==> src/hdl/abe_pkg.sv <==
package abe_pkg;

    // Q1.16 weights: 1.0 is 2^16.
    localparam int unsigned Q_BITS = 16;
    localparam logic [16:0] ONE_Q16 = 17'h1_0000;
    localparam logic [15:0] ROUND_Q16 = 16'hFFFF;

    // Output height saturates at the 16-bit field limit.
    localparam logic [15:0] OUT_MAX = 16'hFFFF;

    // Stream payload widths.
    localparam int unsigned IN_FIELD_W = 17;
    localparam int unsigned S_TDATA_W = 40;
    localparam int unsigned M_TDATA_W = 24;

    // Configuration port.
    localparam int unsigned CFG_IDX_W = 2;
    localparam int unsigned CFG_DATA_W = 17;
    localparam logic [CFG_IDX_W-1:0] CFG_LOW_ALT = 2'd0;
    localparam logic [CFG_IDX_W-1:0] CFG_HIGH_ALT = 2'd1;
    localparam logic [CFG_IDX_W-1:0] CFG_ALPHA_LOW = 2'd2;
    localparam logic [CFG_IDX_W-1:0] CFG_ALPHA_HIGH = 2'd3;

    // The ratio divider produces one quotient bit per step.
    localparam int unsigned DIV_STEPS = 16;
    localparam int unsigned DIV_W = $clog2(DIV_STEPS);

    // Product sequence of the shared multiplier. Chunk products of the
    // EMA step all use OP_CHUNK and follow the four weight products.
    localparam int unsigned OP_W = 3;
    typedef enum logic [OP_W-1:0] {
        OP_BLEND_ALT = 3'd0,
        OP_BLEND_GPS = 3'd1,
        OP_ALPHA_LO  = 3'd2,
        OP_ALPHA_HI  = 3'd3,
        OP_CHUNK     = 3'd4
    } t_mul_op;

    typedef struct packed {
        logic    load;
        logic    seed;
        logic    ratio;
        logic    div_step;
        logic    mul;
        logic    acc;
        logic    target;
        logic    diff;
        logic    update;
        logic    out_load;
        t_mul_op op;
    } t_dp_cmd;

    typedef struct packed {
        logic seed_now;
        logic need_div;
    } t_dp_sts;

endpackage

==> src/hdl/abe_ctrl.sv <==
module abe_ctrl
    import abe_pkg::*;
#(
    parameter int unsigned NUM_CHUNKS = 2
) (
    input  logic    i_clk,
    input  logic    i_rst_n,
    input  logic    i_s_tvalid,
    output logic    o_s_tready,
    output logic    o_m_tvalid,
    input  logic    i_m_tready,
    input  t_dp_sts i_sts,
    output t_dp_cmd o_cmd
);

    localparam int unsigned STEP_W = $clog2(int'(OP_CHUNK) + NUM_CHUNKS);
    localparam logic [STEP_W-1:0] LAST_STEP = STEP_W'(int'(OP_CHUNK) + NUM_CHUNKS - 1);
    localparam logic [DIV_W-1:0] DIV_LAST = DIV_W'(DIV_STEPS - 1);

    typedef enum logic [8:0] {
        S_IDLE   = 9'b000000001,
        S_RATIO  = 9'b000000010,
        S_DIV    = 9'b000000100,
        S_MUL    = 9'b000001000,
        S_ACC    = 9'b000010000,
        S_TARGET = 9'b000100000,
        S_DIFF   = 9'b001000000,
        S_UPDATE = 9'b010000000,
        S_OUT    = 9'b100000000
    } t_state;

    t_state            r_state, n_state;
    logic [STEP_W-1:0] r_step, n_step;
    logic [DIV_W-1:0]  r_div, n_div;
    logic              r_m_valid, n_m_valid;
    t_mul_op           op_c;

    assign op_c = (r_step >= STEP_W'(int'(OP_CHUNK))) ? OP_CHUNK : t_mul_op'(OP_W'(r_step));

    always_comb begin
        n_state   = r_state;
        n_step    = r_step;
        n_div     = r_div;
        n_m_valid = r_m_valid;
        o_cmd     = '0;
        o_cmd.op  = op_c;
        if (r_m_valid && i_m_tready) begin
            n_m_valid = 1'b0;
        end
        case (r_state)
            S_IDLE: begin
                if (i_s_tvalid) begin
                    o_cmd.load = 1'b1;
                    n_state    = S_RATIO;
                end
            end
            S_RATIO: begin
                if (i_sts.seed_now) begin
                    o_cmd.seed = 1'b1;
                    n_state    = S_OUT;
                end else begin
                    o_cmd.ratio = 1'b1;
                    n_step      = '0;
                    n_div       = '0;
                    n_state     = i_sts.need_div ? S_DIV : S_MUL;
                end
            end
            S_DIV: begin
                o_cmd.div_step = 1'b1;
                n_div          = r_div + DIV_W'(1);
                if (r_div == DIV_LAST) begin
                    n_state = S_MUL;
                end
            end
            S_MUL: begin
                o_cmd.mul = 1'b1;
                n_state   = S_ACC;
            end
            S_ACC: begin
                o_cmd.acc = 1'b1;
                n_step    = r_step + STEP_W'(1);
                case (op_c)
                    OP_BLEND_GPS: n_state = S_TARGET;
                    OP_ALPHA_HI:  n_state = S_DIFF;
                    OP_CHUNK:     n_state = (r_step == LAST_STEP) ? S_UPDATE : S_MUL;
                    default:      n_state = S_MUL;
                endcase
            end
            S_TARGET: begin
                o_cmd.target = 1'b1;
                n_state      = S_MUL;
            end
            S_DIFF: begin
                o_cmd.diff = 1'b1;
                n_state    = S_MUL;
            end
            S_UPDATE: begin
                o_cmd.update = 1'b1;
                n_state      = S_OUT;
            end
            S_OUT: begin
                // Wait here only while the previous result is still unclaimed.
                if (!r_m_valid || i_m_tready) begin
                    o_cmd.out_load = 1'b1;
                    n_m_valid      = 1'b1;
                    n_state        = S_IDLE;
                end
            end
            default: n_state = S_IDLE;
        endcase
    end

    always_ff @(posedge i_clk) begin
        if (!i_rst_n) begin
            r_state   <= S_IDLE;
            r_step    <= '0;
            r_div     <= '0;
            r_m_valid <= 1'b0;
        end else begin
            r_state   <= n_state;
            r_step    <= n_step;
            r_div     <= n_div;
            r_m_valid <= n_m_valid;
        end
    end

    assign o_s_tready = (r_state == S_IDLE);
    assign o_m_tvalid = r_m_valid;

endmodule

==> src/hdl/abe_datapath.sv <==
module abe_datapath
    import abe_pkg::*;
#(
    parameter int unsigned HEIGHT_BITS   = 16,
    parameter int unsigned FRACTION_BITS = 16
) (
    input  logic                  i_clk,
    input  logic                  i_rst_n,
    input  t_dp_cmd               i_cmd,
    output t_dp_sts               o_sts,
    input  logic [S_TDATA_W-1:0]  i_s_tdata,
    input  logic                  i_cfg_we,
    input  logic [CFG_IDX_W-1:0]  i_cfg_idx,
    input  logic [CFG_DATA_W-1:0] i_cfg_data,
    output logic [M_TDATA_W-1:0]  o_m_tdata
);

    localparam int unsigned HB = HEIGHT_BITS;
    localparam int unsigned FB = FRACTION_BITS;
    localparam int unsigned EW = HB + FB;
    localparam int unsigned CW = (HB > 17) ? HB : 17;
    localparam int unsigned NC = (EW + CW - 1) / CW;
    localparam int unsigned DW = NC * CW;
    localparam int unsigned PW = CW + 17;
    localparam int unsigned AW = EW + 17;
    localparam int unsigned MW = (EW > 16 + FB) ? EW : 16 + FB;
    localparam logic [31:0] HMAX = (32'd1 << HB) - 32'd1;

    // Configuration.
    logic [15:0] r_low_alt, r_high_alt;
    logic [16:0] r_alpha_low, r_alpha_high;

    // Item and state.
    logic [HB-1:0] r_alt, r_gps;
    logic          r_alt_ok, r_gps_ok;
    logic [EW-1:0] r_est;
    logic          r_seeded;

    // Work registers.
    logic [16:0]   r_t;
    logic [15:0]   r_rem, r_dvd, r_den;
    logic [PW-1:0] r_prod;
    logic [AW-1:0] r_acc;
    logic [EW-1:0] r_tgt;
    logic [16:0]   r_alpha;
    logic [DW-1:0] r_diff;
    logic          r_dir;
    logic [15:0]   r_out_height;
    logic          r_out_seeded;

    logic [31:0]   alt_raw, gps_raw;
    logic [HB-1:0] alt_sat, gps_sat;
    logic [16:0]   al_c, ah_c, t_inv;
    logic [MW-1:0] e_ext, lo_ext, hi_ext, num;
    logic [MW+15:0] num_wide;
    logic [31:0]   dvd_c;
    logic          e_le_lo, e_ge_hi;
    logic [16:0]   trial;
    logic          trial_ge;
    logic [16:0]   mul_a;
    logic [CW-1:0] mul_b;
    logic [PW-1:0] prod_c;
    logic [AW-1:0] acc_c;
    logic [EW+16:0] blend_w;
    logic [EW-1:0] tgt_c, diff_c;
    logic [AW:0]   rnd_c;
    logic [31:0]   ip_ext;

    // Input readings: bit 16 set means invalid; valid values saturate.
    assign alt_raw = 32'(i_s_tdata[15:0]);
    assign gps_raw = 32'(i_s_tdata[IN_FIELD_W+15:IN_FIELD_W]);
    assign alt_sat = (alt_raw > HMAX) ? HMAX[HB-1:0] : alt_raw[HB-1:0];
    assign gps_sat = (gps_raw > HMAX) ? HMAX[HB-1:0] : gps_raw[HB-1:0];

    assign al_c  = (r_alpha_low > ONE_Q16) ? ONE_Q16 : r_alpha_low;
    assign ah_c  = (r_alpha_high > ONE_Q16) ? ONE_Q16 : r_alpha_high;
    assign t_inv = ONE_Q16 - r_t;

    // Ratio setup: clamp cases, else the scaled dividend for the divider.
    assign e_ext    = MW'(r_est);
    assign lo_ext   = MW'({r_low_alt, {FB{1'b0}}});
    assign hi_ext   = MW'({r_high_alt, {FB{1'b0}}});
    assign e_le_lo  = (e_ext <= lo_ext);
    assign e_ge_hi  = (e_ext >= hi_ext);
    assign num      = e_ext - lo_ext;
    assign num_wide = {num, 16'h0000};
    assign dvd_c    = num_wide[FB +: 32];

    assign o_sts.seed_now = !r_seeded && r_alt_ok;
    assign o_sts.need_div = !e_le_lo && !e_ge_hi;

    assign trial    = {r_rem, r_dvd[15]};
    assign trial_ge = (trial >= {1'b0, r_den});

    // Shared multiplier operands.
    always_comb begin
        case (i_cmd.op)
            OP_BLEND_ALT: begin
                mul_a = t_inv;
                mul_b = CW'(r_alt);
            end
            OP_BLEND_GPS: begin
                mul_a = r_t;
                mul_b = CW'(r_gps);
            end
            OP_ALPHA_LO: begin
                mul_a = t_inv;
                mul_b = CW'(al_c);
            end
            OP_ALPHA_HI: begin
                mul_a = r_t;
                mul_b = CW'(ah_c);
            end
            OP_CHUNK: begin
                mul_a = r_alpha;
                mul_b = r_diff[DW-1 -: CW];
            end
            default: begin
                mul_a = '0;
                mul_b = '0;
            end
        endcase
    end

    assign prod_c = PW'(mul_a) * PW'(mul_b);

    always_comb begin
        case (i_cmd.op)
            OP_BLEND_ALT, OP_ALPHA_LO: acc_c = AW'(r_prod);
            OP_BLEND_GPS, OP_ALPHA_HI: acc_c = r_acc + AW'(r_prod);
            // Chunks arrive most significant first.
            OP_CHUNK:                  acc_c = (r_acc << CW) + AW'(r_prod);
            default:                   acc_c = r_acc;
        endcase
    end

    // Blended target brought from Q.16 to the estimate's fraction width.
    assign blend_w = {r_acc[HB+16:0], {FB{1'b0}}};

    always_comb begin
        if (r_alt_ok && r_gps_ok) begin
            tgt_c = blend_w[EW+15:Q_BITS];
        end else if (r_alt_ok) begin
            tgt_c = {r_alt, {FB{1'b0}}};
        end else if (r_gps_ok) begin
            tgt_c = {r_gps, {FB{1'b0}}};
        end else begin
            tgt_c = r_est;
        end
    end

    assign diff_c = (r_tgt >= r_est) ? (r_tgt - r_est) : (r_est - r_tgt);
    // A step downward rounds its magnitude up so the result stays floored.
    assign rnd_c  = {1'b0, r_acc} + (AW + 1)'(ROUND_Q16);
    assign ip_ext = 32'(r_est[EW-1:FB]);

    always_ff @(posedge i_clk) begin
        if (!i_rst_n) begin
            r_low_alt    <= 16'd300;
            r_high_alt   <= 16'd1000;
            r_alpha_low  <= 17'd32768;
            r_alpha_high <= 17'd6554;
            r_est        <= '0;
            r_seeded     <= 1'b0;
        end else begin
            if (i_cfg_we) begin
                case (i_cfg_idx)
                    CFG_LOW_ALT:    r_low_alt    <= i_cfg_data[15:0];
                    CFG_HIGH_ALT:   r_high_alt   <= i_cfg_data[15:0];
                    CFG_ALPHA_LOW:  r_alpha_low  <= i_cfg_data;
                    CFG_ALPHA_HIGH: r_alpha_high <= i_cfg_data;
                    default: ;
                endcase
            end
            if (i_cmd.seed) begin
                r_est    <= {r_alt, {FB{1'b0}}};
                r_seeded <= 1'b1;
            end else if (i_cmd.update) begin
                if (r_dir) begin
                    r_est <= r_est + r_acc[EW+15:Q_BITS];
                end else begin
                    r_est <= r_est - rnd_c[EW+15:Q_BITS];
                end
            end
        end
    end

    always_ff @(posedge i_clk) begin
        if (i_cmd.load) begin
            r_alt    <= alt_sat;
            r_gps    <= gps_sat;
            r_alt_ok <= !i_s_tdata[16];
            r_gps_ok <= !i_s_tdata[IN_FIELD_W+16];
        end
        if (i_cmd.ratio) begin
            r_t   <= e_le_lo ? 17'd0 : (e_ge_hi ? ONE_Q16 : 17'd0);
            r_rem <= dvd_c[31:16];
            r_dvd <= dvd_c[15:0];
            r_den <= r_high_alt - r_low_alt;
        end else if (i_cmd.div_step) begin
            r_rem <= trial_ge ? 16'(trial - {1'b0, r_den}) : trial[15:0];
            r_dvd <= {r_dvd[14:0], 1'b0};
            r_t   <= {r_t[15:0], trial_ge};
        end
        if (i_cmd.mul) begin
            r_prod <= prod_c;
        end
        if (i_cmd.acc) begin
            r_acc <= acc_c;
            if (i_cmd.op == OP_CHUNK) begin
                r_diff <= r_diff << CW;
            end
        end else if (i_cmd.diff) begin
            r_acc   <= '0;
            r_alpha <= r_acc[32:16];
            r_diff  <= DW'(diff_c);
            r_dir   <= (r_tgt >= r_est);
        end
        if (i_cmd.target) begin
            r_tgt <= tgt_c;
        end
        if (i_cmd.out_load) begin
            r_out_height <= (ip_ext > 32'(OUT_MAX)) ? OUT_MAX : ip_ext[15:0];
            r_out_seeded <= r_seeded;
        end
    end

    assign o_m_tdata = {{(M_TDATA_W - 17){1'b0}}, r_out_seeded, r_out_height};

endmodule

==> src/hdl/altitude_blend_adaptive_ema_core.sv <==
// Flow: a seeding item goes from the ratio state straight to the output state; any
// other item runs the ratio setup, the weight products and the NC chunk products of
// the EMA step, NC being the number of multiplier-width chunks of the estimate (2 at
// the default widths), and the radix-2 divider when the ratio needs it. One item is
// worked on at a time; the input is ready again in the cycle after the result is
// loaded. A new result waits in the output state while the last is unclaimed.
// The single shared 17-bit multiplier computes every product.
// Reset (synchronous, active low) clears the estimate, the seeded flag and the
// handshake state, and restores the configuration registers to their defaults.
module altitude_blend_adaptive_ema_core
    import abe_pkg::*;
#(
    parameter int unsigned HEIGHT_BITS   = 16,
    parameter int unsigned FRACTION_BITS = 16
) (
    input  logic                  i_clk,
    input  logic                  i_rst_n,
    input  logic                  i_s_tvalid,
    output logic                  o_s_tready,
    // [16:0] altimeter_height, [33:17] gps_height, [39:34] zero
    input  logic [S_TDATA_W-1:0]  i_s_tdata,
    output logic                  o_m_tvalid,
    input  logic                  i_m_tready,
    // [15:0] estimated_height, [16] is_seeded, [23:17] zero
    output logic [M_TDATA_W-1:0]  o_m_tdata,
    input  logic                  i_cfg_we,
    input  logic [CFG_IDX_W-1:0]  i_cfg_idx,
    input  logic [CFG_DATA_W-1:0] i_cfg_data
);

    localparam int unsigned EW = HEIGHT_BITS + FRACTION_BITS;
    localparam int unsigned CW = (HEIGHT_BITS > 17) ? HEIGHT_BITS : 17;
    localparam int unsigned NC = (EW + CW - 1) / CW;

    t_dp_cmd cmd;
    t_dp_sts sts;

    abe_ctrl #(
        .NUM_CHUNKS(NC)
    ) u_ctrl (
        .i_clk      (i_clk),
        .i_rst_n    (i_rst_n),
        .i_s_tvalid (i_s_tvalid),
        .o_s_tready (o_s_tready),
        .o_m_tvalid (o_m_tvalid),
        .i_m_tready (i_m_tready),
        .i_sts      (sts),
        .o_cmd      (cmd)
    );

    abe_datapath #(
        .HEIGHT_BITS  (HEIGHT_BITS),
        .FRACTION_BITS(FRACTION_BITS)
    ) u_datapath (
        .i_clk      (i_clk),
        .i_rst_n    (i_rst_n),
        .i_cmd      (cmd),
        .o_sts      (sts),
        .i_s_tdata  (i_s_tdata),
        .i_cfg_we   (i_cfg_we),
        .i_cfg_idx  (i_cfg_idx),
        .i_cfg_data (i_cfg_data),
        .o_m_tdata  (o_m_tdata)
    );

endmodule

==> config.mk <==
export PLATFORM = sky130hd
export DESIGN_NAME = altitude_blend_adaptive_ema_core
export DESIGN_NICKNAME = d
export VERILOG_FILES = /design/src/hdl/abe_pkg.sv /design/src/hdl/abe_ctrl.sv /design/src/hdl/abe_datapath.sv /design/src/hdl/altitude_blend_adaptive_ema_core.sv
export SDC_FILE = /design/constraint.sdc
export NUM_CORES = 2
export LEC_CHECK = 0
export BUFFER_PORTS_ARGS = -buffer_cell sky130_fd_sc_hd__buf_4
export CORE_MARGIN = 2
export CORE_UTILIZATION = 47
export DETAILED_ROUTE_END_ITERATION = 12
export PLACE_DENSITY = 0.65
export REMOVE_ABC_BUFFERS = 1
export SETUP_SLACK_MARGIN = 0.1
export SYNTH_ARGS = -nofsm -noshare
export SYNTH_HDL_FRONTEND = slang
export SYNTH_SLANG_ARGS = --single-unit
==> constraint.sdc <==
create_clock -name i_clk -period 8.2 [get_ports i_clk]
set_input_delay 0.82 -clock i_clk [delete_from_list [all_inputs] [get_ports i_clk]]
set_output_delay 0.82 -clock i_clk [all_outputs]
set_load 0.02 [all_outputs]
### Word-level counts from Yosys, hierarchy flattened

Index checks and enable logic that the tools add are counted.

| word-level totals | value |
|---|---|
| register bits after elaboration | 399 |
| bits of input ports | 64 |
| output and inout port bits | 26 |
| logic and storage cells | 164 |

| cells by class | value |
|---|---|
| $add $sub $neg | 13 |
| $mul | 1 |
| order comparisons | 10 |
| equal/unequal tests | 24 |
| multiplexer cells | 55 |
| bitwise gates (word level) | 2 |
| reduce and logical (&&, ||, !) cells | 32 |

Operator list:

| cell | number |
|---|---|
| 32-bit 2-to-1 mux | 7 |
| 49-bit one-hot mux with 3 select lines | 1 |
| 32-bit subtractor | 4 |
| 17-bit 2-to-1 mux | 6 |
| 34-bit 2-to-1 mux | 3 |
| 49-bit by 34-bit adder with 49-bit output | 2 |
| 49-bit 2-to-1 mux | 2 |
| 17-bit one-hot mux with 5 select lines | 1 |
| 16-bit 2-to-1 mux | 5 |
| 9-bit one-hot mux with 8 select lines | 1 |
| 32-bit greater-or-equal comparator | 2 |
| 17-bit one-hot mux with 3 select lines | 1 |
| 48-bit by 16-bit adder with 48-bit output (second input constant) | 1 |
| 16-bit greater-than comparator (second input constant) | 3 |
| 9-bit 2-to-1 mux | 4 |
| 17-bit greater-than comparator (second input constant) | 2 |
| 17-bit by 17-bit multiplier with 34-bit output | 1 |
| 32-bit adder | 1 |
| 32-bit less-or-equal comparator | 1 |
| 16-bit subtractor | 2 |
| 9-bit one-hot mux with 3 select lines | 1 |
| 2-bit AND reduction | 9 |
| 17-bit by 16-bit greater-or-equal comparator with 1-bit output | 1 |
| 17-bit subtractor (first input constant) | 1 |
| 37 further kinds | 75 |

### Depth between registers and ports, before layout

| depth | value |
|---|---|
| depth in word-level cells | 6 |
| depth in mapped cells | 32 |
| gate-level depth less buffers | 31 |

### Cells and area by module

A second synthesis with hierarchy kept.

| second synthesis, totals | value |
|---|---|
| cells, all modules | 4144 |
| area, all modules | 37302.0 sq um |

Modules (own cells, without submodules):

| module | instances | cells an instance | area an instance (sq um) | sequential area each (sq um) |
|---|---|---|---|---|
| abe_datapath | 1 | 4011 | 36183.5 | 10450.0 |
| abe_ctrl | 1 | 133 | 1118.6 | 340.3 |

### Worst setup path after synthesis

Ideal clock, no wire load.

| timing | value |
|---|---|
| kind | register to register |
| from | register u_ctrl.r_step[0] |
| to | register u_datapath.r_prod[33], data pin |
| arrival | 7.445 ns |
| data required time | 7.941 ns |
| setup slack | 0.496 ns |
| cell stages (with the launch flop) | 29 |
| path buffers | 3 |
| cell sequence | dfxtp_1 clkbuf_1 inv_1 nor2_1 nand2_1 a21oi_1 clkbuf_1 a221o_1 clkbuf_1 nand2_1 fa_1 fa_1 fa_1 fa_1 inv_1 fa_1 fa_1 ha_1 a21o_1 a21oi_1 nor2_1 a21oi_1 o31ai_1 and3_1 o31a_1 a21boi_0 o31ai_1 a21oi_1 xnor2_1 |

| on the way | value |
|---|---|
| cells in the longest elaborated chain, start to end | 6 |
| elaborated cells on any way between the ends | 12 |

RTL lines:

| element | RTL line | RTL |
|---|---|---|
| start, declared | abe_ctrl.sv:33 | `logic [STEP_W-1:0] r_step, n_step;` |
| start signal, assigned | abe_ctrl.sv:121 | `r_step <= n_step;` |
| 3-bit greater-or-equal comparator | abe_ctrl.sv:38 | `assign op_c = (r_step >= STEP_W'(int'(OP_CHUNK))) ? OP_CHUNK : t_mul_op'(OP_W'(r_step));` |
| 3-bit 2-to-1 mux (*) | abe_ctrl.sv:38 |  |
| 3-bit by 1-bit equality test with 1-bit output (tied with other cells) | abe_datapath.sv:97 | `case (i_cmd.op)` |
| 2-bit OR reduction (no source line) | n/a |  |
| 17-bit one-hot mux with 3 select lines | abe_datapath.sv:97 |  |
| 17-bit by 17-bit multiplier with 34-bit output (*) | abe_datapath.sv:125 | `assign prod_c = PW'(mul_a) * PW'(mul_b);` |
| net u_datapath.prod_c[33] | abe_datapath.sv:62 | `logic [PW-1:0] prod_c;` |
| end signal, assigned | abe_datapath.sv:206 | `r_prod <= prod_c;` |
| end, declared | abe_datapath.sv:42 | `logic [PW-1:0] r_prod;` |

Mark *: on every way through the listed nets, which the timed path passes. The rest lies on a longest branch.
A chain may end at the register's enable or synchronous reset.

### Worst setup path in the final report

| timing | value |
|---|---|
| from | register u_datapath.r_t[3] |
| to | register u_datapath.r_prod[31], data pin |

| on the way | value |
|---|---|
| cells in the longest elaborated chain, start to end | 3 |

RTL lines:

| element | RTL line | RTL |
|---|---|---|
| start, declared | abe_datapath.sv:40 | `logic [16:0] r_t;` |
| start signal, assigned | abe_datapath.sv:196 | `r_t <= e_le_lo ? 17'd0 : (e_ge_hi ? ONE_Q16 : 17'd0);` |
| start signal, assigned | abe_datapath.sv:203 | `r_t <= {r_t[15:0], trial_ge};` |
| 17-bit subtractor | abe_datapath.sv:77 | `assign t_inv = ONE_Q16 - r_t;` |
| 17-bit one-hot mux with 3 select lines (*) | abe_datapath.sv:97 |  |
| 17-bit by 17-bit multiplier with 34-bit output (*) | abe_datapath.sv:125 |  |
| net u_datapath.prod_c[31] | abe_datapath.sv:62 |  |

Marked as above.

==> impl_metrics.yaml <==
power:
  p_per_area_nw_per_um2: 319
  power_w: 0.0130
  internal_power_w: 0.00706
  clkPwrFrac_pct: 17.1
  netSwitchingFraction_pct: 45.6
  p_switching_w: 0.00591
  leakagePower_nw: 17.1
  comb_power_share_pct: 62.5
  power_frac_seq_pct: 20.4
  ir_drop_uv: 969
clock_network:
  cts_hold_buffers: 0
  cts_sinks: 398
  clk_pin_slew_ns: 0.07
  cts_buffers: 48
  htreeDepth: 2
  cts_tree: "done"
  root_buffer: "clkbuf_16"
  clock_path_buffers: 3
  clk_latency_ns: 0.65
logic_synthesis:
  synth_seq_cells: 398
  synth_top_cell_by_area: "edfxtp_1"
  post_synth_instance_area_sq_um: 36800
  syn_avg_cell_area_sq_um: 8.94
  synth_top_cell_area_share_pct: 23.0
  synth_cell_types: 92
  synth_enable_flop_cells: 282
  synth_ff_type: "edfxtp_1"
  synthCells: 4114
  async_reset_ff_share_pct: 0
  ys.warnings.count: 0
  seq_area_frac_synth_pct: 29.3
  netlist_top_cells_area: "edfxtp_1, fa_1, ha_1"
floorplanning:
  core_sq_um: 77500
  die_x_um: 284
  io_pins: 90
  die-area_sq_um: 80500
  start_util_pct: 47.5
  row_count: 102
  die_h_um: 284
flow_run:
  drv_cap: 0
final_layout:
  layout-drive-gt1-share_pct: 8.80
  final_common_cell: "nand2_1"
  fill_cells: 7287
  synthToLayoutAreaGrowth_pct: 10.6
  num-nets-final: 4804
  fin_area_sq_um: 40700
  most-common-layout-cells: "nand2_1, inv_1, nor2_1"
  final_cells: 5266
  antennaDiodeCount: 0
sta:
  finalClockSkew_ns: 0.0516
  tightest_slew_ns: 1.05
  timing.final.ws_setup_ns: 0.379
  rsz0062_at_grt: "true"
  period_minus_slack_ns: 7.82
  relSlewSlack_pct: 29.4
  clock.fmax_ghz: 0.128
  timing_hold_violations_final: 0
  setup_viol_count_final: 0
  drv_slew: 0
  fin_crit_sh_pct: 95.4
grt:
  grt_usage_pct: 27.5
  grt_pass1_wl_um: 173000
  grt_max_degree: 76
  grt_pass1_vias: 29200
  grt_antenna_before_repair: 0
  grt_overflow_total: 0
place:
  io_buffers: 76
  pre_cts_ws_ns: 0.185
  place_area_sq_um: 38900
  place_congestion: 0.946
  placed_cells: 5172
  place_hpwl_um: 86100
worst_setup_path:
  r2r_slack_ns: 0.38
  slowest_stage: "fa_1"
  max_stage_delay_ns: 0.54
  critical_path_required_ns: 8.55
  cp_data_arrival_time_ns: 8.17
  start_kind: "register"
  path_max_fanout: 3
  endpoint_kind: "register"
  crit_top_cell: "fa_1"
  crit_type: "register to register"
route:
  drcViolationCount: 0
  ant_nets: 0
  initialDrtViolationCount: 2754
  vias_per_cell: 5.73
  vias: 30200
  wl_per_cell_um: 21.1
  first_pass_iters: 5
  drt_wl_total_um: 111000
run_status:
  outcome: "completed"
hold_path:
  hold_path_class: "primary input to register"
-- what timing repair did --
item	CTS	global route
setup endpoints to repair	0	10
resized for setup	0	24
buffers inserted	0	4
-- worst paths after layout --
kind / endpoint / depth (start not counted) / startpoint
worst min-delay path: u_datapath.r_alt[8]$_DFFE_PP_ / 1 / i_s_tdata[8]
worst min register to register: u_datapath.r_low_alt[7]$_SDFFE_PN0P_ / 2 / u_datapath.r_low_alt[7]$_SDFFE_PN0P_
worst max register to register: u_datapath.r_prod[31]$_DFFE_PP_ / 30 / u_datapath.r_t[3]$_SDFFCE_PP0P_
worst max-delay path: u_datapath.r_prod[31]$_DFFE_PP_ / 30 / u_datapath.r_t[3]$_SDFFCE_PP0P_
-- power groups by stage --
stage	sequential, W	combinational (W)	clock (W)
2_1_floorplan	0.00267	0.00521	0
3_3_place_gp	0.00269	0.00788	0
3_5_place_dp	0.00269	0.00797	0
4_1_cts	0.00265	0.00803	0.00225
5_1_grt	0.00265	0.00897	0.00233
6_report	0.00265	0.00811	0.00221
-- cells in the mapped netlist, types with 16 or more instances --
| cell type | n |
|---|---|
| edfxtp_1 | 282 |
| xor2_1 | 104 |
| a31oi_1 | 19 |
| inv_1 | 454 |
| o31ai_1 | 16 |
| ha_1 | 322 |
| nor4_1 | 27 |
| a221oi_1 | 17 |
| a211oi_1 | 40 |
| nand3_1 | 64 |
| dfxtp_1 | 116 |
| a21o_1 | 71 |
| mux4_2 | 16 |
| nor2b_1 | 35 |
| or3_1 | 28 |
| a22oi_1 | 18 |
| clkbuf_1 | 149 |
| a21oi_1 | 332 |
| nor2_1 | 337 |
| o21bai_1 | 38 |
| o21a_1 | 34 |
| fa_1 | 232 |
| o21ai_1 | 16 |
| nand4_1 | 43 |
| xnor2_1 | 142 |
| nand2_1 | 526 |
| nor3_1 | 58 |
| mux2i_1 | 44 |
| nand2b_1 | 47 |
| o21ai_0 | 149 |
| a22o_1 | 18 |
| o211ai_1 | 27 |
| mux2_2 | 16 |
| and2_1 | 55 |
| o22ai_1 | 25 |
-- stage by stage --
step	hold slack, ns	setup TNS [ns]	utilization [%]
2_1_floorplan	0.436	-28.88	-
3_3_place_gp	0.443	0	50.2
3_5_place_dp	0.447	0	50.2
4_1_cts	0.324	0	52.3
5_1_grt	0.338	0	52.5
6_report	0.350	0	52.5
-- state kept, by name, summed over array words and instances, names as in the netlist, 17 cells and up --
name and cells:
u_datapath.r_alpha_high 17, u_datapath.r_prod 34, u_datapath.e_ext 32, u_datapath.r_alpha 17
u_datapath.r_acc 48, u_datapath.r_t 17, u_datapath.r_diff 34, u_datapath.r_tgt 32
u_datapath.r_alpha_low 17
-- final cells by class --
cell class | instances | area (sq um) | share of cell area, %
Multi-Input combinational cell | 3092 | 23700 | 58.4
Sequential cell | 398 | 10800 | 26.6
Inverter | 455 | 1710 | 4.20
Timing Repair Buffer | 191 | 1450 | 3.57
Clock buffer | 67 | 1400 | 3.45
Tap cell | 1040 | 1300 | 3.20
Clock inverter | 23 | 262 | 0.643
-- kinds of logic after synthesis --
kind of cell	count (synthesis)	synth area share, %
multiplexers	81	2.83
AND/OR/NAND/NOR	1290	16.0
adder cells (fa/ha/maj)	554	23.6
AO/OA/AOI/OAI	914	15.8
XOR/XNOR	246	5.86
other	1	0.0102
buffers and inverters	630	6.55
flip-flops	398	29.3
-- worst max-delay path, delay by kind of cell, from the launching register on --
kind	cells	cell delay, ns
adders and majority gates	7	3.43
AOI/OAI and AO/OA	9	1.63
and+or+nand+nor	6	1.15
DFF	1	0.42
buffers and inverters	5	0.35
xor gates and xnor gates	2	0.30
muxes	1	0.28
-- metal layers --
metal	routed length (um)	GRT usage [%]	vias up
met5	0	0	-
met4	3880	9.14	0
met3	7510	2.91	186
met2	52500	45.6	1019
met1	47400	37.5	14700
li1	-	-	14300
(Power assumes the default switching activity.)
